$ cat src/rtl/lmd_pkg.sv
// ----------------------------------------------------------------------------
// lmd_pkg
// Shared widths, register codes, item types and helpers of the peak detector.
// ----------------------------------------------------------------------------
package lmd_pkg;

    localparam int MAX_ROWS = 4096;
    localparam int MAX_COLS = 4096;
    localparam int PIX_W    = 16;
    localparam int ROW_W    = $clog2(MAX_ROWS);
    localparam int COL_W    = $clog2(MAX_COLS);
    localparam int SIZE_W   = 13;
    localparam int CNT_W    = 25;
    localparam int OUT_W    = 12;
    localparam int ADDR_W   = 4;
    localparam int APB_W    = 32;
    localparam int TDATA_IN_W  = 16;
    localparam int TDATA_OUT_W = 56;

    localparam logic [CNT_W-1:0]  COUNT_MAX       = '1;
    localparam logic [PIX_W-1:0]  THRESHOLD_RESET = PIX_W'(200);
    localparam logic [SIZE_W-1:0] ROWS_RESET      = SIZE_W'(4096);
    localparam logic [SIZE_W-1:0] COLS_RESET      = SIZE_W'(4096);
    localparam logic [CNT_W-1:0]  LIMIT_RESET     = CNT_W'(1677722);
    localparam logic [SIZE_W-1:0] SIZE_MIN        = SIZE_W'(3);

    typedef enum logic [1:0] {
        REG_THRESHOLD  = 2'd0,
        REG_FRAME_ROWS = 2'd1,
        REG_FRAME_COLS = 2'd2,
        REG_PEAK_LIMIT = 2'd3
    } t_reg_idx;

    // one line store entry: the two previous columns at one row
    typedef struct packed {
        logic [PIX_W-1:0] older;
        logic [PIX_W-1:0] recent;
    } t_line;

    // scan position of one pixel
    typedef struct packed {
        logic [ROW_W-1:0] row;
        logic [COL_W-1:0] col;
        logic             new_frame;
        logic             interior;
    } t_pos;

    // one reported peak
    typedef struct packed {
        logic             last;
        logic [CNT_W-1:0] number;
        logic [OUT_W-1:0] col;
        logic [OUT_W-1:0] row;
    } t_peak;

    function automatic logic [SIZE_W-1:0] clamp_size(input logic [SIZE_W-1:0] v,
                                                     input logic [SIZE_W-1:0] hi);
        logic [SIZE_W-1:0] res;
        if (v < SIZE_MIN) begin
            res = SIZE_MIN;
        end else if (v > hi) begin
            res = hi;
        end else begin
            res = v;
        end
        return res;
    endfunction

endpackage

$ cat src/rtl/lmd_peak_eval.sv
// ----------------------------------------------------------------------------
// lmd_peak_eval
// Neighbour compare, peak counting and search stop for one judged pixel.
// ----------------------------------------------------------------------------
module lmd_peak_eval (
    input  logic                          i_clk,
    input  logic                          i_rst_n,
    input  logic                          i_valid,
    input  logic                          i_advance,
    input  lmd_pkg::t_pos                 i_pos,
    input  logic [lmd_pkg::PIX_W-1:0]     i_right,
    input  lmd_pkg::t_line                i_line,
    input  logic [lmd_pkg::PIX_W-1:0]     i_down,
    input  logic [lmd_pkg::PIX_W-1:0]     i_threshold,
    input  logic [lmd_pkg::CNT_W-1:0]     i_peak_limit,
    output logic                          o_hit,
    output lmd_pkg::t_peak                o_peak
);

    logic [lmd_pkg::CNT_W-1:0] r_count, n_count;
    logic                      r_stop, n_stop;
    logic [lmd_pkg::PIX_W-1:0] r_up;
    logic [lmd_pkg::CNT_W-1:0] base_count, inc_count;
    logic                      base_stop, is_max, lim;
    logic signed [lmd_pkg::PIX_W-1:0] centre;

    always_comb begin
        centre     = $signed(i_line.recent);
        base_count = i_pos.new_frame ? '0 : r_count;
        base_stop  = i_pos.new_frame ? 1'b0 : r_stop;
        // up neighbour is the centre of the previous pixel in this column
        is_max = (centre > $signed(i_threshold)) && (centre > $signed(i_line.older))
                 && (centre > $signed(r_up)) && (centre > $signed(i_down))
                 && (centre > $signed(i_right));
        o_hit     = i_valid && i_pos.interior && !base_stop && is_max;
        inc_count = (base_count != lmd_pkg::COUNT_MAX) ? base_count + 1'b1 : base_count;
        lim       = (inc_count == i_peak_limit);
        n_count   = o_hit ? inc_count : base_count;
        n_stop    = o_hit ? lim : base_stop;

        o_peak.row    = lmd_pkg::OUT_W'(i_pos.row) + 1'b1;
        o_peak.col    = lmd_pkg::OUT_W'(i_pos.col);
        o_peak.number = inc_count;
        o_peak.last   = lim;
    end

    always_ff @(posedge i_clk) begin
        if (!i_rst_n) begin
            r_count <= '0;
            r_stop  <= 1'b0;
        end else if (i_advance) begin
            r_count <= n_count;
            r_stop  <= n_stop;
        end
    end

    always_ff @(posedge i_clk) begin
        if (i_advance) begin
            r_up <= i_line.recent;
        end
    end

endmodule

$ cat config.mk
export PLATFORM = sky130hd
export DESIGN_NAME = lmd_peak_eval
export DESIGN_NICKNAME = d
export VERILOG_FILES = /design/src/rtl/lmd_pkg.sv /design/src/rtl/lmd_peak_eval.sv
export SDC_FILE = /design/constraint.sdc
export NUM_CORES = 1
export LEC_CHECK = 0
export ABC_CLOCK_PERIOD_IN_PS = 6800
export BUFFER_PORTS_ARGS = -buffer_cell sky130_fd_sc_hd__buf_2
export CORE_MARGIN = 1.5
export CORE_UTILIZATION = 25
export DETAILED_ROUTE_END_ITERATION = 16
export GPL_TIMING_DRIVEN = 0
export PLACE_DENSITY = 0.54
export SYNTH_ARGS = -nofsm -noshare
export SYNTH_HDL_FRONTEND = slang
export SYNTH_SLANG_ARGS = --single-unit
$ cat constraint.sdc
create_clock -name i_clk -period 6.8 [get_ports i_clk]
set_clock_uncertainty 0.2 [all_clocks]
set_input_delay 0.34 -clock i_clk [delete_from_list [all_inputs] [get_ports i_clk]]
set_output_delay 0.34 -clock i_clk [all_outputs]
set_load 0.02 [all_outputs]
# Yosys cells after proc, flatten, opt, wreduce, memory -nomap -nowiden
# Index checks and enable logic that the tools add are counted.
word_totals:
  ff_bits: 42
  latch_bits: 0
  ram_bits: 0
  romBits: 0
  inputBits: 135
  out_inout_bits: 51
  elab_cells: 25
  n_memories: 0
classes:
  addsub: 2
  n_mul: 0
  div_mod_pow: 0
  n_lt_le_gt_ge: 5
  n_eq_ne: 2
  n_shift: 0
  mux: 5
  bitwise: 0
  reduce_logical: 8
ops:
  columns: ["cell", "n"]
  rows:
  - ["$gt 16x16->1", 5]
  - ["$mux 25", 3]
  - ["$add 25x1->25 const B", 1]
  - ["$eq 25x25->1", 1]
  - ["$ne 25x25->1 const B", 1]
  - ["$add 12x1->12 const B", 1]
  - ["$logic_and 1x1->1", 7]
  - ["$mux 1", 2]
  - ["$logic_not 1->1", 1]

# Depth between registers and ports, before layout
depth:
  word_depth: 7
  ltp_mapped: 16
  ltp_nobuf: 11

# Worst setup path before layout
# OpenSTA, ideal clock, no wires.
synth_timing:
  path_type: "input -> output"
  start: "input i_pos[1] (netlist bit)"
  end: "output o_peak[49] (netlist bit)"
  t_arrival_ns: 3.660
  required_ns: 6.260
  path_slack_ns: 2.600
  path_stages: 15
  path_buffers: 5
  cell_sequence: "clkbuf_1 clkbuf_1 clkbuf_1 clkbuf_1 nor2b_1 ha_1 nand4_1 nor4_2 a2111oi_4 nand3_2 xnor3_1 a211oi_2 o2111a_1 and3b_1 buf_4"
synth_via:
  elab_chain_cells: 4
  word_cells_on_any_way: 5
  cone_classes: "1 x add/sub; 2 x eq/ne; 2 x mux"
synth_lines:
  columns: ["element", "line_no", "source"]
  rows:
  - ["start: declaration", "lmd_peak_eval.sv:10", "input lmd_pkg::t_pos i_pos,"]
  - ["$mux 25 (*)", "lmd_peak_eval.sv:29", "base_count = i_pos.new_frame ? '0 : r_count;"]
  - ["$add 25x1->25 / $ne 25x25->1 (equally long branches)", "lmd_peak_eval.sv:36", "inc_count = (base_count != lmd_pkg::COUNT_MAX) ? base_count + 1'b1 : base_count;"]
  - ["$mux 25 (*)", "lmd_peak_eval.sv:36", null]
  - ["$eq 25x25->1 (*)", "lmd_peak_eval.sv:37", "lim = (inc_count == i_peak_limit);"]
  - ["end: declaration", "lmd_peak_eval.sv:17", "output lmd_pkg::t_peak o_peak"]
# Mark *: on every way between the ends. The rest lies on a longest branch, timed or not.

# Worst setup path after layout
# Same ends and word-level chain as after synthesis.

==> qor.txt <==
pin count of the biggest net entering global routing: 19
final setup TNS: 0 ns
r2r startpoint: r_count[0]
Antenna Cells: 0
Pre-Repair DR Iteration Count: 8
All-Layer GR Usage: 0.177
htree depth: 2
Post-synth EDFFs: 16
Die Width: 154 um
Vias per Instance: 5.19
Buffers on Ports: 171
Hold Vio Cnt, Final: 0
post-layout total power: 774 uW
core area: 22600 um^2
highest net fanout along the worst path: 10
R2R depth: 12
Post CTS Setup Buffer Count: 0
Crit. End Element: primary output
CTS Buf Count: 5
RR Endpoint: r_stop
synth top area cells: ha_1, dfxtp_1, edfxtp_1, inv_1, xnor2_1
DP HPWL: 17400 um
Slew @ Worst Pin: 1.02 ns
cell taking the most area after synthesis: ha_1
share of the synthesized area in the top cell type: 0.179
mapped cell area: 5730 um^2
grt ovf: 0
Max VDD drop: 0.0842 mV
max-slew violations: 0
Finished Core Util: 0.314
Skew-Pair Late Insertion Delay: 0.30 ns
wire length per cell: 17.7 um
crit path kind: in -> out
initial antenna violation count: 0
Crit path arrival time: 5.65 ns
FF+latch count, synth: 42
unrepaired setup endpoints after global routing: no
fin crit period: 6.19 ns
Lkg Pwr: 0.00328 uW
row count: 55
fill count: 2473
hold path start: i_line[0]
routability cong.: 0.950
f_max: 0.161 GHz
routed vias: 6284
Yosys warnings: 0
Hold-fix buffers, CTS: 0
Final setup violation count: 0
Slew headroom: 0.318
CTS Buffer Depth: 2
root buffer selected by CTS: clkbuf_16
height of the die: 154 um
syn_nets: 964
DRC Markers: 0
post-cts resize count: 0
Initial Util: 0.254
startpoint types: primary input
Power per Cell Area: 109 nW/um^2
Max-Cap Viols: 0
FFs w/ async S/R, synth: 0
Syn Area/Cell: 7.67 um^2
Post-synth top flop: dfxtp_1
post-route ant nets: 0
layout cell share with drive strength beyond 1: 0.232
number of global-route vias before repair: 5902
Final Cycle Share: 0.911
routed wire length: 21400 um
CTS tree: yes
first-pass GRT wire length: 32900 um
synth unique cells: 70
sequential element share of the synthesized area: 0.175
Syn Inst Count: 747
starting DRC count in detailed routing: 629
Reg clk slew, reported paths: 0.07 ns
Synth-to-Final Area Change: 23.7%
R2R Setup Slk: 2.70 ns
layout net count: 1142
DIE AREA: 23800 um^2
worst path required time: 6.26 ns
Worst Hold End: r_up[0]
clock sink count: 42
Hold Crit Depth: 1
Fin Hold WS: 0.0665 ns
outcome: finished clean
class of the worst hold path: in -> reg
I/O pin total: 186
[metrics by stage]
stage	std cells	setup WS [ns]	instance area, um^2
after global routing	1211	0.416	7090
after global placement	1203	0.619	6940
after CTS	1211	0.716	7090
final	1211	0.608	7090
after floorplan	747	2.60	5730
after detailed placement	1203	0.735	6940
[cells in the final DEF (no fill, tap or decap), drive strengths merged, types with 4 or more instances in the layout]
cell,Yosys,layout
a21oi,48,48
xnor2,33,33
nand2,57,57
a31oi,8,8
a32o,13,13
a221oi,5,5
and3,8,8
nand3,24,24
nand3b,4,4
clkbuf,22,28
mux2,4,4
a21o,8,8
and2,4,4
nor3,15,15
nor2,39,39
o211ai,7,7
nor2b,22,22
or4,5,5
ha,82,82
or3,6,6
nand2b,15,15
o21a,6,6
o21ai,28,28
nand4,29,29
nor4,12,12
xor2,11,11
and4,6,6
buf,22,193
a211oi,10,10
dfxtp,26,26
edfxtp,16,16
inv,96,96
a2111oi,8,8
[worst max-delay path by stage]
stage / from / end / cells past startpoint
6_report: i_pos[1] / o_peak[49] / 17
5_1_grt: i_pos[1] / o_peak[49] / 17
2_1_floorplan: i_pos[1] / o_peak[49] / 15
4_1_cts: i_pos[1] / o_peak[49] / 17
3_3_place_gp: i_pos[1] / o_peak[49] / 17
3_5_place_dp: i_pos[1] / o_peak[49] / 17
[synthesized netlist by cell type, types with 7 or more instances]
library cell and number:
clkbuf_1 22, nor2_1 39, inv_1 96, nand3_1 21, nand2_1 57, nor3_1 15, and3_1 8, nor2b_1 22
a2111oi_0 7, edfxtp_1 16, nor4_1 10, nand4_1 28, a21o_1 8, a21oi_1 48, ha_1 82, a211oi_1 9
xnor2_1 32, a31oi_1 8, dfxtp_1 26, a32o_1 13, buf_4 15, nand2b_1 15, xor2_1 11, o211ai_1 7
o21ai_0 27
[routing by layer]
metal | track usage | share of wire
met1 | 0.233 | 0.45
met2 | 0.297 | 0.46
met3 | 0.0280 | 0.069
met4 | 0.0508 | 0.024
met5 | 0 | 0
[registers in the layout (all words and copies together) (netlist names)]
name / flops
r_stop: 1
r_up: 16
r_count: 25
[area by class of cell]
class | instances | area (um^2) | area share
Buffer | 44 | 229 | 0.0323
Clock buffer | 6 | 129 | 0.0182
Clock inverter | 2 | 13.8 | 0.00194
Inverter | 96 | 360 | 0.0508
Multi-Input combinational cell | 565 | 4140 | 0.584
Sequential cell | 42 | 1000 | 0.141
Tap cell | 285 | 357 | 0.0503
Timing Repair Buffer | 171 | 856 | 0.121
[critical path, cell delays in order]
cell and delay [ns]:
buf_2 0.22, clkbuf_1 0.40, clkbuf_1 0.50, clkbuf_1 0.52, clkbuf_1 0.61, nor2b_1 0.15
ha_1 0.34, nand4_1 0.26, nor4_2 0.15, a2111oi_4 0.62, nand3_2 0.18, xnor3_1 0.38
a211oi_2 0.26, o2111a_1 0.23, and3b_1 0.20, buf_4 0.11, buf_2 0.14
[report_power, final]
part | internal [uW] | switching (uW)
Combinational | 101 | 142
Clock | 137 | 122
Sequential | 269 | 1.77
[cells by family after synthesis]
family	count (synthesis)	synth area share
simple gates	260	0.251
compound gates	172	0.209
buf+inv	140	0.103
fa+ha+maj	82	0.179
xor+xnor	45	0.0725
flops	42	0.175
mux	6	0.0114
(Power assumes the default switching activity.)
