### src/rtl/lmd_pkg.sv
// ----------------------------------------------------------------------------
// lmd_pkg
// Shared widths, register codes, item types and helpers of the peak detector.
// ----------------------------------------------------------------------------
package lmd_pkg;

    localparam int MAX_ROWS = 4096;
    localparam int MAX_COLS = 4096;
    localparam int PIX_W    = 16;
    localparam int ROW_W    = $clog2(MAX_ROWS);
    localparam int COL_W    = $clog2(MAX_COLS);
    localparam int SIZE_W   = 13;
    localparam int CNT_W    = 25;
    localparam int OUT_W    = 12;
    localparam int ADDR_W   = 4;
    localparam int APB_W    = 32;
    localparam int TDATA_IN_W  = 16;
    localparam int TDATA_OUT_W = 56;

    localparam logic [CNT_W-1:0]  COUNT_MAX       = '1;
    localparam logic [PIX_W-1:0]  THRESHOLD_RESET = PIX_W'(200);
    localparam logic [SIZE_W-1:0] ROWS_RESET      = SIZE_W'(4096);
    localparam logic [SIZE_W-1:0] COLS_RESET      = SIZE_W'(4096);
    localparam logic [CNT_W-1:0]  LIMIT_RESET     = CNT_W'(1677722);
    localparam logic [SIZE_W-1:0] SIZE_MIN        = SIZE_W'(3);

    typedef enum logic [1:0] {
        REG_THRESHOLD  = 2'd0,
        REG_FRAME_ROWS = 2'd1,
        REG_FRAME_COLS = 2'd2,
        REG_PEAK_LIMIT = 2'd3
    } t_reg_idx;

    // one line store entry: the two previous columns at one row
    typedef struct packed {
        logic [PIX_W-1:0] older;
        logic [PIX_W-1:0] recent;
    } t_line;

    // scan position of one pixel
    typedef struct packed {
        logic [ROW_W-1:0] row;
        logic [COL_W-1:0] col;
        logic             new_frame;
        logic             interior;
    } t_pos;

    // one reported peak
    typedef struct packed {
        logic             last;
        logic [CNT_W-1:0] number;
        logic [OUT_W-1:0] col;
        logic [OUT_W-1:0] row;
    } t_peak;

    function automatic logic [SIZE_W-1:0] clamp_size(input logic [SIZE_W-1:0] v,
                                                     input logic [SIZE_W-1:0] hi);
        logic [SIZE_W-1:0] res;
        if (v < SIZE_MIN) begin
            res = SIZE_MIN;
        end else if (v > hi) begin
            res = hi;
        end else begin
            res = v;
        end
        return res;
    endfunction

endpackage

### src/rtl/lmd_scan_ctrl.sv
// ----------------------------------------------------------------------------
// lmd_scan_ctrl
// Row and column tracking of the column-major pixel scan.
// ----------------------------------------------------------------------------
module lmd_scan_ctrl (
    input  logic                          i_clk,
    input  logic                          i_rst_n,
    input  logic                          i_accept,
    input  logic                          i_frame_start,
    input  logic [lmd_pkg::SIZE_W-1:0]    i_frame_rows,
    input  logic [lmd_pkg::SIZE_W-1:0]    i_frame_cols,
    output lmd_pkg::t_pos                 o_pos
);

    logic [lmd_pkg::SIZE_W-1:0] r_row, n_row;
    logic [lmd_pkg::SIZE_W-1:0] r_col, n_col;
    logic [lmd_pkg::SIZE_W-1:0] rows, cols;
    logic [lmd_pkg::SIZE_W-1:0] row_cur, col_inc, col_cur;
    logic                       wrap_row, wrap_col;

    always_comb begin
        rows     = lmd_pkg::clamp_size(i_frame_rows, lmd_pkg::SIZE_W'(lmd_pkg::MAX_ROWS));
        cols     = lmd_pkg::clamp_size(i_frame_cols, lmd_pkg::SIZE_W'(lmd_pkg::MAX_COLS));
        wrap_row = (r_row >= rows);
        col_inc  = wrap_row ? r_col + 1'b1 : r_col;
        wrap_col = (col_inc >= cols);
        if (i_frame_start) begin
            row_cur = '0;
            col_cur = '0;
        end else begin
            row_cur = wrap_row ? '0 : r_row;
            col_cur = wrap_col ? '0 : col_inc;
        end
        n_row = row_cur + 1'b1;
        n_col = col_cur;

        o_pos.row       = row_cur[lmd_pkg::ROW_W-1:0];
        o_pos.col       = col_cur[lmd_pkg::COL_W-1:0];
        o_pos.new_frame = i_frame_start | wrap_col;
        // judged pixel sits one column back, away from every edge
        o_pos.interior  = (col_cur >= lmd_pkg::SIZE_W'(2)) && (row_cur != '0)
                          && ((row_cur + lmd_pkg::SIZE_W'(2)) <= rows);
    end

    always_ff @(posedge i_clk) begin
        if (!i_rst_n) begin
            r_row <= '0;
            r_col <= '0;
        end else if (i_accept) begin
            r_row <= n_row;
            r_col <= n_col;
        end
    end

endmodule

### config.mk
export PLATFORM = sky130hd
export DESIGN_NAME = lmd_scan_ctrl
export DESIGN_NICKNAME = d
export VERILOG_FILES = /design/src/rtl/lmd_pkg.sv /design/src/rtl/lmd_scan_ctrl.sv
export SDC_FILE = /design/constraint.sdc
export NUM_CORES = 1
export LEC_CHECK = 0
export BUFFER_PORTS_ARGS = -buffer_cell sky130_fd_sc_hd__buf_2
export CORE_ASPECT_RATIO = 1.25
export CORE_MARGIN = 5
export CORE_UTILIZATION = 45
export CTS_BUF_LIST = sky130_fd_sc_hd__clkbuf_2
export CTS_CLUSTER_SIZE = 10
export DETAILED_ROUTE_END_ITERATION = 8
export GPL_TIMING_DRIVEN = 0
export PLACE_DENSITY = 0.67
export SLEW_MARGIN = 25
export SYNTH_ARGS = -nofsm -noshare
export SYNTH_HDL_FRONTEND = slang
export SYNTH_SLANG_ARGS = --single-unit
### constraint.sdc
create_clock -name i_clk -period 9.75 [get_ports i_clk]
set_clock_uncertainty 0.15 [all_clocks]
set_input_delay 0.4875 -clock i_clk [delete_from_list [all_inputs] [get_ports i_clk]]
set_output_delay 0.4875 -clock i_clk [all_outputs]
set_load 0.1 [all_outputs]
Word-level counts from Yosys, hierarchy flattened
Cells that the tools add are included.
- multiplexer cells: 9
- add/subtract/negate cells: 3
- order comparisons: 8
- bitwise gates (word level): 1
- reductions and logical operators: 3
- operators with widths (kind ; count):
    two-way mux 13 bit ; 9
    adder 13 x 1 -> 13 bit (second input constant) ; 2
    greater-or-equal comparator 13 bit ; 2
    greater-than comparator 13 bit (second input constant) ; 2
    less-than comparator 13 x 2 -> 1 bit (second input constant) ; 2
    adder 13 x 2 -> 13 bit (second input constant) ; 1
    greater-or-equal comparator 13 x 2 -> 1 bit (second input constant) ; 1
    <= comparator 13 bit ; 1
    nonzero test 13 bit ; 1
    logical AND 1 bit ; 2
    OR 1 bit ; 1
- bits in registers: 26
- logic and storage cells: 26

Logic depth before layout (Yosys ltp)
Gate-level depths: netlist of run 1.
- word-level depth: 11
- gate-level depth with buffers: 25

Worst setup path after synthesis of run 1
No wires, ideal clock.
- path kind: input-to-output
- start: in i_frame_rows[3] in the netlist's numbering
- end: out o_pos[0] in the netlist's numbering
- buffers on the path: 1
- cell stages on the path: 23
- required time: 9.113 ns
- arrival time: 6.858 ns
- path slack: 2.254 ns
- cell sequence: nor4_1 nand3_1 o31ai_1 nand2_1 ha_1 a21o_1 a211oi_2 a21oi_4 nor4_4 clkbuf_1 nand2_1 inv_1 ha_1 nand3_1 nor3_1 xnor2_1 nor2_1 ha_1 a21o_1 a21oi_1 o21a_1 o211ai_1 a31oi_1
- RTL lines (item ; RTL line ; source):
    from (decl) ; lmd_scan_ctrl.sv:10 ; input logic [lmd_pkg::SIZE_W-1:0] i_frame_rows,
    to (decl) ; lmd_scan_ctrl.sv:12 ; output lmd_pkg::t_pos o_pos

==> metrics.md, run 1 <==
| Metric | Value |
|---|---|
| Worst-Margin Slew | 742 ps |
| Met3 usage | around 2.6% |
| Cell variety after synth | 57 |
| GRT met1 Usage | 20.9% |
| FF-to-FF path depth | 16 |
| Fillers | 737 |
| Mapped cell area | ~3100 sq um |
| Max Freq | around 140 MHz |
| TNS Setup | 0 ps |
| Clk sinks | 26 |
| Met2 usage | 39.7% |
| Overall global routing resource usage | approximately a fifth |
| Syn nets | 499 |
| Unrepaired setup endpoints after global routing | no |
| H-tree level count | 1 |
| Final wirelength | 8.58 mm |
| Pwr/cell area | ~57 nW/um^2 |
| Most frequent cells in the layout | nand2_1, buf_2, ha_1, nor2_1, dfxtp_1 |
| Reg2reg end | r_col[4] |
| Hold_ws | ~320 ps |
| Register area | roughly 520 sq um |
| CTS root buf | clkbuf_2 |
| Largest net degree at the start of global routing | 15 |
| Crit. End Element | primary output |
| Post-CTS setup buffers | 0 |
| Relative slew slack | about 50% |
| R2R Path Start | r_row[10] |
| Max-Cap Viols | 0 |
| Via count | ~3100 |
| Status | finished clean |
| Final Hold Viols | 0 |
| Synth-to-Final Area Change | 12.8% |
| Worst skew pair latency | between 300 and 400 ps |
| FF-to-FF setup slack | a little under 5000 ps |
| Die height | roughly 100 um |
| Yosys warns | 0 |
| 1st-iter DRT viols | ~120 |
| Final setup violation count | 0 |
| First-pass GRT wire length | between 10 and 15 mm |
| I/O Buffers | 54 |
| Gpl congestion | 0.900 |
| Crit path launch type | input port |
| GRT Max-Usage Layer | met2 |
| Leakage | about 1.7 nW |
| CTS clk-pin slew, worst paths | ~270 ps |
| CTS Buffer Depth | 2 |
| Grt total ovfl | 0 |
| Chip Width | between 80 and 90 um |
| Fin util | 51.5% |
| Placed Instance Area | between 3000 and 4000 sq um |
| Rows | 34 |
| Cts hold-fix bufs | 0 |
| Die area | ~8800 sq um |
| Post_cts resized | 0 |
| Clock buffer count from CTS | 3 |
| Core area | 6890 sq um |
| DR vias/cell | ~5.5 |
| Post-synth ARST share | 0% |
| Area taken by multi-input logic gates | between 2000 and 2500 sq um |
| Hold Path Class | input port to register |
| Final Max Slew Viols | 0 |
| NumNets Final | between 500 and 600 |
| End of the critical path | o_pos[0] |
| Antenna violations before repair | 0 |
| Crit path launch | i_frame_rows[8] |
| Fin crit share | 73.8% |
| Top FF cell, synth | dfxtp_1 |
| Post-synth EDFFs | 0 |
| Final Worst Setup Slack | between 2000 and 3000 ps |
| Most common cell after layout, fill and taps aside | nand2_1 |
| Place WS | between 2000 and 3000 ps |
| Crit Path Max Fanout | 10 |
| Data required time of the worst path | around 9100 ps |
| Vias in the first global route | 3024 |
| DRC | 0 |
| Synthesized instance count | between 400 and 500 |
| Kind of critical path | input port to primary output |
| DR WL/cell | around 15 um |
| IR drop worst, VDD | a little under 60 uV |
| Worst EP arrival | approximately 6600 ps |
| Period minus WS final | 7190 ps |
| Initial DRT Pass Iterations | 4 |
| Design Area, Final | between 3000 and 4000 sq um |
| Share of the yosys chip area belonging to registers | between 15 and 20% |
| I/O pin count | 56 |
| Initial Util | between 40% and 50% |
| Layout cells sized above 1 | 17.8% |
| CTS tree | yes |
| Synthesis-stage register bit count | 26 |
| Inserted Diodes | 0 |
| HPWL Detailed | 6.96 mm |
| Final ANT Viol Nets | 0 |
| Post-synthesis average cell area | approximately 7.4 sq um |
-- state kept, by name, summed over array words and instances, names as in the netlist --
name and count:
r_col 13, r_row 13
-- power by group --
part / internal (mW) / switching, mW / total (mW) / leakage (nW)
Sequential: 0.107 / 0.00109 / 0.108 / 0.210
Combinational: 0.0183 / 0.0337 / 0.0520 / 1.46
Clock: 0.00890 / 0.0328 / 0.0417 / 0.0140
Total: 0.134 / 0.0676 / 0.202 / 1.69
-- worst min-delay path by stage --
stage,startpoint,end,slack (ps),cells past startpoint
after floorplan,r_col[1],r_col[1],310,2
after global placement,r_col[1],r_col[1],340,2
after detailed placement,r_col[1],r_col[1],350,2
after CTS,i_rst_n,r_row[12],310,2
after global routing,i_rst_n,r_row[12],300,2
final,i_rst_n,r_row[12],320,2
-- worst max-delay path, stage by stage --
cell and delay (ps):
buf_2 100, nor4_1 340, nand3_1 170, o31ai_1 420, nand2_1 180, ha_1 330
a21o_1 170, a211oi_2 290, a21oi_4 140, nor4_4 360, clkbuf_1 390, nand2_1 200
inv_1 160, ha_1 330, nand3_1 180, nor3_1 430, xnor2_1 170, nor2_1 80
ha_1 310, a21o_1 160, a21oi_1 140, o21a_1 140, o211ai_1 160, a31oi_1 240
buf_2 460
-- final cells by class --
type                       instances  share of cell area [%]
sequential                        26                    14.7
clock buffer                       3                   0.423
timing repair buffer              54                    7.62
multi-input combinational        349                    67.0
clock inverter                     1                   0.106
tap                               90                    3.17
buffer                            29                    4.66
inverter                          22                    2.33
-- stage by stage --
stage | instances | power, mW
final | 574 | 0.202
after global routing | 574 | 0.214
after CTS | 574 | 0.204
after detailed placement | 570 | 0.162
after global placement | 570 | 0.161
after floorplan | 426 | 0.145
-- cells in the mapped netlist (9+ instances only) --
cell / instances / area share [%]
xnor2_1: 14 / 3.9
ha_1: 43 / 17
nor2_1: 35 / 4.2
buf_4: 12 / 2.9
nand4_1: 11 / 2.2
nor4_1: 9 / 1.8
and2_1: 12 / 2.4
nand2_1: 64 / 7.6
clkbuf_1: 12 / 1.4
o21ai_0: 20 / 3.2
a21boi_0: 9 / 2.1
inv_1: 20 / 2.4
dfxtp_1: 26 / 17
or3_1: 9 / 1.8
nand3_1: 9 / 1.4
a21oi_1: 16 / 2.5
xor2_1: 10 / 2.8
nor3_1: 10 / 1.6
-- metal layers --
metal  routed length, um  part of all wire, %
met1                3440                   40
met2                4640                   54
met3                 305                  3.6
met4                 198                  2.3
met5                   0                    0
-- logic make-up (layout without fill, tap and decap cells) --
logic type,Yosys count,after routing,synth area share (%)
flops,26,26,16.5
compound gates,87,87,18.5
buf+inv,51,109,7.88
mux,3,3,0.955
xor+xnor,25,25,7.20
fa+ha+maj,43,43,17.1
simple gates,191,191,31.8
Power figures use the tool's default switching activity.
==> run 2: changes to the inputs <==
--- a/config.mk
+++ b/config.mk
@@ -5,6 +5,7 @@
 export SDC_FILE = /design/constraint.sdc
 export NUM_CORES = 1
 export LEC_CHECK = 0
+export ABC_AREA = 1
 export BUFFER_PORTS_ARGS = -buffer_cell sky130_fd_sc_hd__buf_2
 export CORE_ASPECT_RATIO = 1.25
 export CORE_MARGIN = 5
@@ -13,7 +14,7 @@
 export CTS_CLUSTER_SIZE = 10
 export DETAILED_ROUTE_END_ITERATION = 8
 export GPL_TIMING_DRIVEN = 0
-export PLACE_DENSITY = 0.67
+export PLACE_DENSITY = 0.66
 export SLEW_MARGIN = 25
 export SYNTH_ARGS = -nofsm -noshare
 export SYNTH_HDL_FRONTEND = slang
==> constraint.sdc (replaced) <==
create_clock -name i_clk -period 7.5 [get_ports i_clk]
set_clock_uncertainty 0.15 [all_clocks]
set_input_delay 0.375 -clock i_clk [delete_from_list [all_inputs] [get_ports i_clk]]
set_output_delay 0.375 -clock i_clk [all_outputs]
set_load 0.1 [all_outputs]
==> run 2 against run 1 <==
  * Via count increased by 20%
  * Die area is 12% higher
  * Area after synthesis is 14% higher
  * Clock power increased by 130%
  * Power grew to 3.2 times the previous value
  * Sequential share of layout area shrank 1.7 points
  * Register-to-register slack got worse by 1200 ps
  * Wire length increased by 15%
  * Flip-flop and latch count is the same
  * Worst hold slack lost 200 ps
  * Critical path type unchanged
  * Largest power group is now combinational logic
==> metrics.md, run 2 <==
| Metric | Value |
|---|---|
| Status | finished clean |
| Synth-to-Final Area Change | 12.1% |
| Share of the yosys chip area belonging to registers | between 10 and 15% |
| Layout cells sized above 1 | 15.8% |
| Most common cell after layout, fill and taps aside | nand2_1 |
| CTS Buffer Depth | 2 |
| H-tree level count | 1 |
| Top cell type by total area after synthesis | nand2_1 |
| Crit Path Max Fanout | 10 |
| Via count | 3763 |
| Cell variety after synth | 39 |
| 1st-iter DRT viols | around 100 |
| HPWL Detailed | between 8 and 9 mm |
| Crit path largest cell delay | slightly above 400 ps |
| CP bufs+invs | 9 |
| Net switching power | 0.350 mW |
| Final Max Slew Viols | 0 |
| Chip Width | roughly 90 um |
| Unrepaired setup endpoints after global routing | no |
| Grt total ovfl | 0 |
| I/O pin count | between 50 and 60 |
| Post-synth ARST share | 0% |
| Cts hold-fix bufs | 0 |
| Vias in the first global route | around 3600 |
| Worst-Margin Slew | 637 ps |
| IR drop worst, VDD | approximately 140 uV |
| WL met3 | about 330 um |
| Synthesis-stage register bit count | 26 |
| CTS root buf | clkbuf_2 |
| Final Hold Viols | 0 |
| Antenna violations before repair | 0 |
| Pwr/cell area | roughly 160 nW/um^2 |
| Register share of total power | approximately 24% |
| First-pass GRT wire length | ~16 mm |
| Initial DRT Pass Iterations | 4 |
| CTS clk-pin slew, worst paths | 270 ps |
| Clk sinks | 26 |
| Worst EP arrival | roughly 5500 ps |
| Top FF cell, synth | dfxtp_1 |
| DRC | 0 |
| Final ANT Viol Nets | 0 |
| Die height | about 110 um |
| Largest regs | r_col x13, r_row x13 |
| Synthesized instance count | 586 |
| Clock power frac | 14.3% |
| Hold Path Class | input port to register |
| Met2 WL | 5.23 mm |
| Worst skew pair latency | 380 ps |
| Leakage | 2.31 nW |
| Post_cts resized | 0 |
| Data required time of the worst path | around 7000 ps |
| Max Freq | 166 MHz |
| Kind of critical path | input port to primary output |
| Initial Util | a little under half |
| Internal power | just over 0.3 mW |
| Placed Instance Area | 3970 sq um |
| Fillers | between 800 and 900 |
| Yosys warns | 0 |
| CP max-delay cell | nor4_1 |
| Period minus WS final | a little over 6000 ps |
| Fin crit share | between 80 and 90% |
| Area contributors post-synth | nand2_1, ha_1, dfxtp_1 |
| Post-CTS setup buffers | 0 |
| Top Metal Used | met4 |
| Most common cell in the netlist | nand2_1 |
| Rows | 36 |
| Max-Cap Viols | 0 |
| Switching part of the total | a little over half |
| Crit path top cell by count | nand2_1 |
| Final setup violation count | 0 |
| Inserted Diodes | 0 |
| NumNets Final | between 700 and 800 |
| Design Area, Final | about 4000 sq um |
| Gpl congestion | around 0.94 |
| Synth top cells by count | nand2_1, inv_1, nor2_1 |
| Delay-heaviest family, CP | simple AND/OR/NAND/NOR gates |
| Crit path launch type | input port |
| Area taken by multi-input logic gates | 2510 sq um |
| Clock buffer count from CTS | 3 |
| Syn nets | around 660 |
| Overall global routing resource usage | ~20% |
| DR WL/cell | approximately 13 um |
| Core area | 7790 sq um |
| CTS tree | yes |
| Relative slew slack | 57.6% |
| I/O Buffers | 54 |
| Largest net degree at the start of global routing | 16 |
| Most frequent cells in the layout | nand2_1, inv_1, buf_2, nor2_1, ha_1 |
| Met1 WL | between 3 and 4 mm |
| Post-synth EDFFs | 0 |
| Yosys top cell area share | roughly 16% |
| Register area | 520 sq um |
| Die area | a little under 10000 sq um |
| Mapped cell area | 3580 sq um |
| Crit. End Element | primary output |
| Post-synthesis average cell area | around 6.1 sq um |
| DR vias/cell | between 5 and 6 |
| Logic pwr share | 61.5% |
| TNS Setup | 0 ps |
| Final wirelength | approximately 9.8 mm |
run 2: changes by cell type in the layout (fill, tap and decap cells not counted), moves of 13 or more:
cell	previous run	this run
xor2_1	10	23
nand2_1	64	155
nand3_1	9	40
inv_1	20	103
a21oi_1	16	36
nor2_1	35	52
xnor2_1	14	1
run 2: layer usage:
metal  vias to the layer above  GRT usage [%]
met3                        20           1.85
met5                         -              0
met1                      1685           20.8
li1                       1978              -
met2                        80           40.2
met4                         0           8.42
run 2: worst reg2reg max path: stages, from the launching register on:
cell and delay (ps):
dfxtp_1 510, ha_1 280, nand2_2 100, inv_2 40, a21oi_2 230, nand3_2 160
nor2_8 230, buf_4 220, nand2_1 90, nand2_1 100, inv_1 50, ha_1 330
nand2_1 90, inv_1 40, nand2_1 60, nand2_1 40, a21oi_1 110, nand3_1 70
nor2_1 330, buf_2 320, nand3_1 170, a21oi_1 150
run 2: logic make-up after synthesis:
kind of cell / after synthesis / share of synthesized area, %
buffers and inverters: 129 / 15.2
adder cells (fa/ha/maj): 43 / 15.0
flip-flops: 26 / 14.5
AO/OA/AOI/OAI: 66 / 9.82
XOR/XNOR: 24 / 5.87
AND/OR/NAND/NOR: 298 / 39.5
run 2: final timing paths:
kind / from / endpoint / slack (ps) / cells after the start
max: i_frame_rows[10] / o_pos[0] / 1460 / 34
min: i_rst_n / r_col[11] / 120 / 3
max reg2reg: r_row[11] / r_col[9] / 3590 / 21
min reg2reg: r_col[2] / r_col[2] / 430 / 2
run 2: final cells by class:
| type | instances | area share (%) |
|---|---|---|
| clock buffers | 3 | 0.374 |
| flip-flops and latches | 26 | 13.0 |
| multi-input cells | 431 | 62.6 |
| inverters | 105 | 9.82 |
| repair buffers | 54 | 6.73 |
| well taps | 95 | 2.96 |
| plain buffers | 24 | 3.77 |
| clock inverters | 1 | 0.748 |
run 2: metrics by stage:
stage	setup WS, ps	hold WS, ps	total power, mW	instances	util, %
6_report	1460	117	0.656	739	51.5
2_1_floorplan	1560	362	0.486	586	-
3_3_place_gp	1470	386	0.561	735	50.9
3_5_place_dp	1430	386	0.566	735	50.9
4_1_cts	1430	104	0.660	739	51.5
5_1_grt	952	76.0	0.706	739	51.5
run 2: power groups by stage:
stage	sequential, mW	combinational, mW	clock, mW
floorplan	0.158	0.328	0
global route	0.160	0.443	0.103
global placement	0.161	0.400	0
CTS	0.159	0.406	0.0951
finish	0.159	0.404	0.0940
detailed placement	0.161	0.405	0
==> run 3: changes to the inputs <==
--- a/config.mk
+++ b/config.mk
@@ -14,7 +14,7 @@
 export CTS_CLUSTER_SIZE = 10
 export DETAILED_ROUTE_END_ITERATION = 8
 export GPL_TIMING_DRIVEN = 0
-export PLACE_DENSITY = 0.66
+export PLACE_DENSITY = 0.68
 export SLEW_MARGIN = 25
 export SYNTH_ARGS = -nofsm -noshare
 export SYNTH_HDL_FRONTEND = slang
==> constraint.sdc (replaced) <==
create_clock -name i_clk -period 5.35 [get_ports i_clk]
set_clock_uncertainty 0.15 [all_clocks]
set_input_delay 0.2675 -clock i_clk [delete_from_list [all_inputs] [get_ports i_clk]]
set_output_delay 0.2675 -clock i_clk [all_outputs]
set_load 0.1 [all_outputs]
==> run 3 against run 2 <==
  * Clock-buffer cell count stayed put
  * Cell area rose by 11%
  * Worst hold slack improved by 63 ps
  * First-iteration DRC count increased by 83%
  * Non-clock buffer count is 18 higher
  * Setup slack lost 1200 ps
  * Combinational power increased by 64%
  * Largest cell class unchanged
  * Register-to-register slack worse by 1700 ps
==> metrics.md, run 3 (same netlist as run 2, synthesis figures left out) <==
| Metric | Value |
|---|---|
| Worst EP arrival | roughly 4700 ps |
| H-tree level count | 1 |
| Met2 WL | 5.73 mm |
| Inserted Diodes | 0 |
| Rows | 36 |
| FF-to-FF setup slack | around 1900 ps |
| DR WL/cell | approximately 14 um |
| Chip Width | around 90 um |
| Die area | approximately 9900 sq um |
| Crit Path Max Fanout | 7 |
| Gpl congestion | slightly below 1 |
| DR vias/cell | between 5 and 6 |
| Leakage | approximately 2.4 nW |
| IR drop worst, VDD | approximately 190 uV |
| 1st-iter DRT viols | roughly 190 |
| Hold path startpoint | i_accept |
| Crit path top cell by count | nand2_1 |
| Status | finished clean |
| CTS Buffer Depth | 2 |
| Pwr/cell area | between 200 and 250 nW/um^2 |
| CP max-delay cell | nor4_4 |
| Area taken by multi-input logic gates | roughly 2800 sq um |
| Synth-to-Final Area Change | 25.0% |
| I/O Buffers | between 50 and 60 |
| Fin util | 57.5% |
| Worst-Margin Slew | around 660 ps |
| Die height | around 110 um |
| DRC | 0 |
| Vias in the first global route | 3656 |
| Final Hold Viols | 0 |
| CTS root buf | clkbuf_2 |
| Crit path launch type | input port |
| Data required time of the worst path | approximately 4900 ps |
| Crit path largest cell delay | 350 ps |
| Final Max Slew Viols | 0 |
| Initial Util | a little under half |
| Clk sinks | 26 |
| I/O pin count | 56 |
| HPWL Detailed | 8.70 mm |
| R2R Path Start | r_row[6] |
| CTS tree | yes |
| Clock buffer count from CTS | 3 |
| Final setup violation count | 0 |
| Kind of critical path | input port to primary output |
| Final ANT Viol Nets | 0 |
| Hold Path Class | input port to register |
| Met1 WL | 4.18 mm |
| Most common cell after layout, fill and taps aside | nand2_1 |
| Period minus WS final | 5120 ps |
| Largest regs | r_col x13, r_row x13 |
| Top Metal Used | met4 |
| Relative slew slack | 56.0% |
| Overall global routing resource usage | between 20 and 25% |
| Max-Cap Viols | 0 |
| CTS clk-pin slew, worst paths | between 200 and 300 ps |
| Worst skew pair latency | 380 ps |
| Final wirelength | 11.0 mm |
| Most frequent cells in the layout | nand2_1, inv_1, buf_2, nor2_1, ha_1 |
| Crit path launch | i_frame_rows[5] |
| Max Freq | between 150 and 200 MHz |
| NumNets Final | roughly 740 |
| Layout cells sized above 1 | 24.9% |
| WL met3 | between 500 and 600 um |
| Core area | between 7000 and 8000 sq um |
| Crit. End Element | primary output |
| Fin crit share | a little over nine tenths |
| Dpl cells | about 740 |
| Via count | approximately 4000 |
| Largest net degree at the start of global routing | 15 |
| Initial DRT Pass Iterations | 5 |
| Register area | approximately 520 sq um |
| Fillers | between 700 and 800 |
| Antenna violations before repair | 0 |
| Final non-filler cell total | approximately 760 |
| First-pass GRT wire length | ~17 mm |
| Grt total ovfl | 0 |
[run 3: per-layer routing]
| layer | track usage (%) | vias to the layer above |
|---|---|---|
| met3 | 3.08 | 34 |
| li1 | - | 2018 |
| met2 | 40.3 | 126 |
| met5 | 0 | - |
| met1 | 22.0 | 1811 |
| met4 | 9.07 | 0 |
[run 3: area by class of cell]
type	instances	share of cell area [%]
Clock buffer	3	0.335
Inverter	105	8.89
Clock inverter	1	0.0838
Multi-Input combinational cell	432	63.0
Sequential cell	26	11.6
Buffer	24	3.77
Timing Repair Buffer	72	9.64
Tap cell	95	2.66
[run 3: final timing paths]
| path | end | cells past startpoint |
|---|---|---|
| worst min-delay path | r_col[10] | 3 |
| worst min register to register | r_col[12] | 2 |
| worst max-delay path | o_pos[0] | 29 |
| worst max register to register | r_col[5] | 23 |
[run 3: repair_timing]
item / 4_1_cts / 5_1_grt
pin swaps: 1 / 21
resized for setup: 5 / 49
endpoints found under the setup margin: 9 / 13
cloned: 0 / 1
hold buffers: 1 / 0
buffers inserted: 2 / 15
endpoints found under the hold margin: 4 / 0
[run 3: stage by stage]
stage / setup slack, ps / total power, mW / hold WS, ps / instance area, sq um / TNS, ps
global route: -56.5 / 1.04 / 191 / 4480 / -251
global placement: -278 / 0.798 / 386 / 4060 / -523
detailed placement: -415 / 0.811 / 392 / 4060 / -1710
finish: 228 / 0.972 / 180 / 4480 / 0
floorplan: -80.7 / 0.692 / 256 / 3670 / -80.7
CTS: 90.1 / 0.907 / 73.1 / 4120 / 0
[run 3: worst max-delay path, delay by kind of cell]
family / cells / cell delay, ps
AND/OR/NAND/NOR: 18 / 2670
adder cells (fa/ha/maj): 3 / 740
buffers and inverters: 6 / 640
AO/OA/AOI/OAI: 1 / 200
XOR/XNOR: 1 / 170
[run 3: power by group]
| part | leakage, nW | internal (mW) | switching, mW |
|---|---|---|---|
| Clock | 0.0140 | 0.0162 | 0.0678 |
| Combinational | 2.21 | 0.211 | 0.452 |
| Sequential | 0.215 | 0.208 | 0.0176 |
| Total | 2.44 | 0.435 | 0.537 |
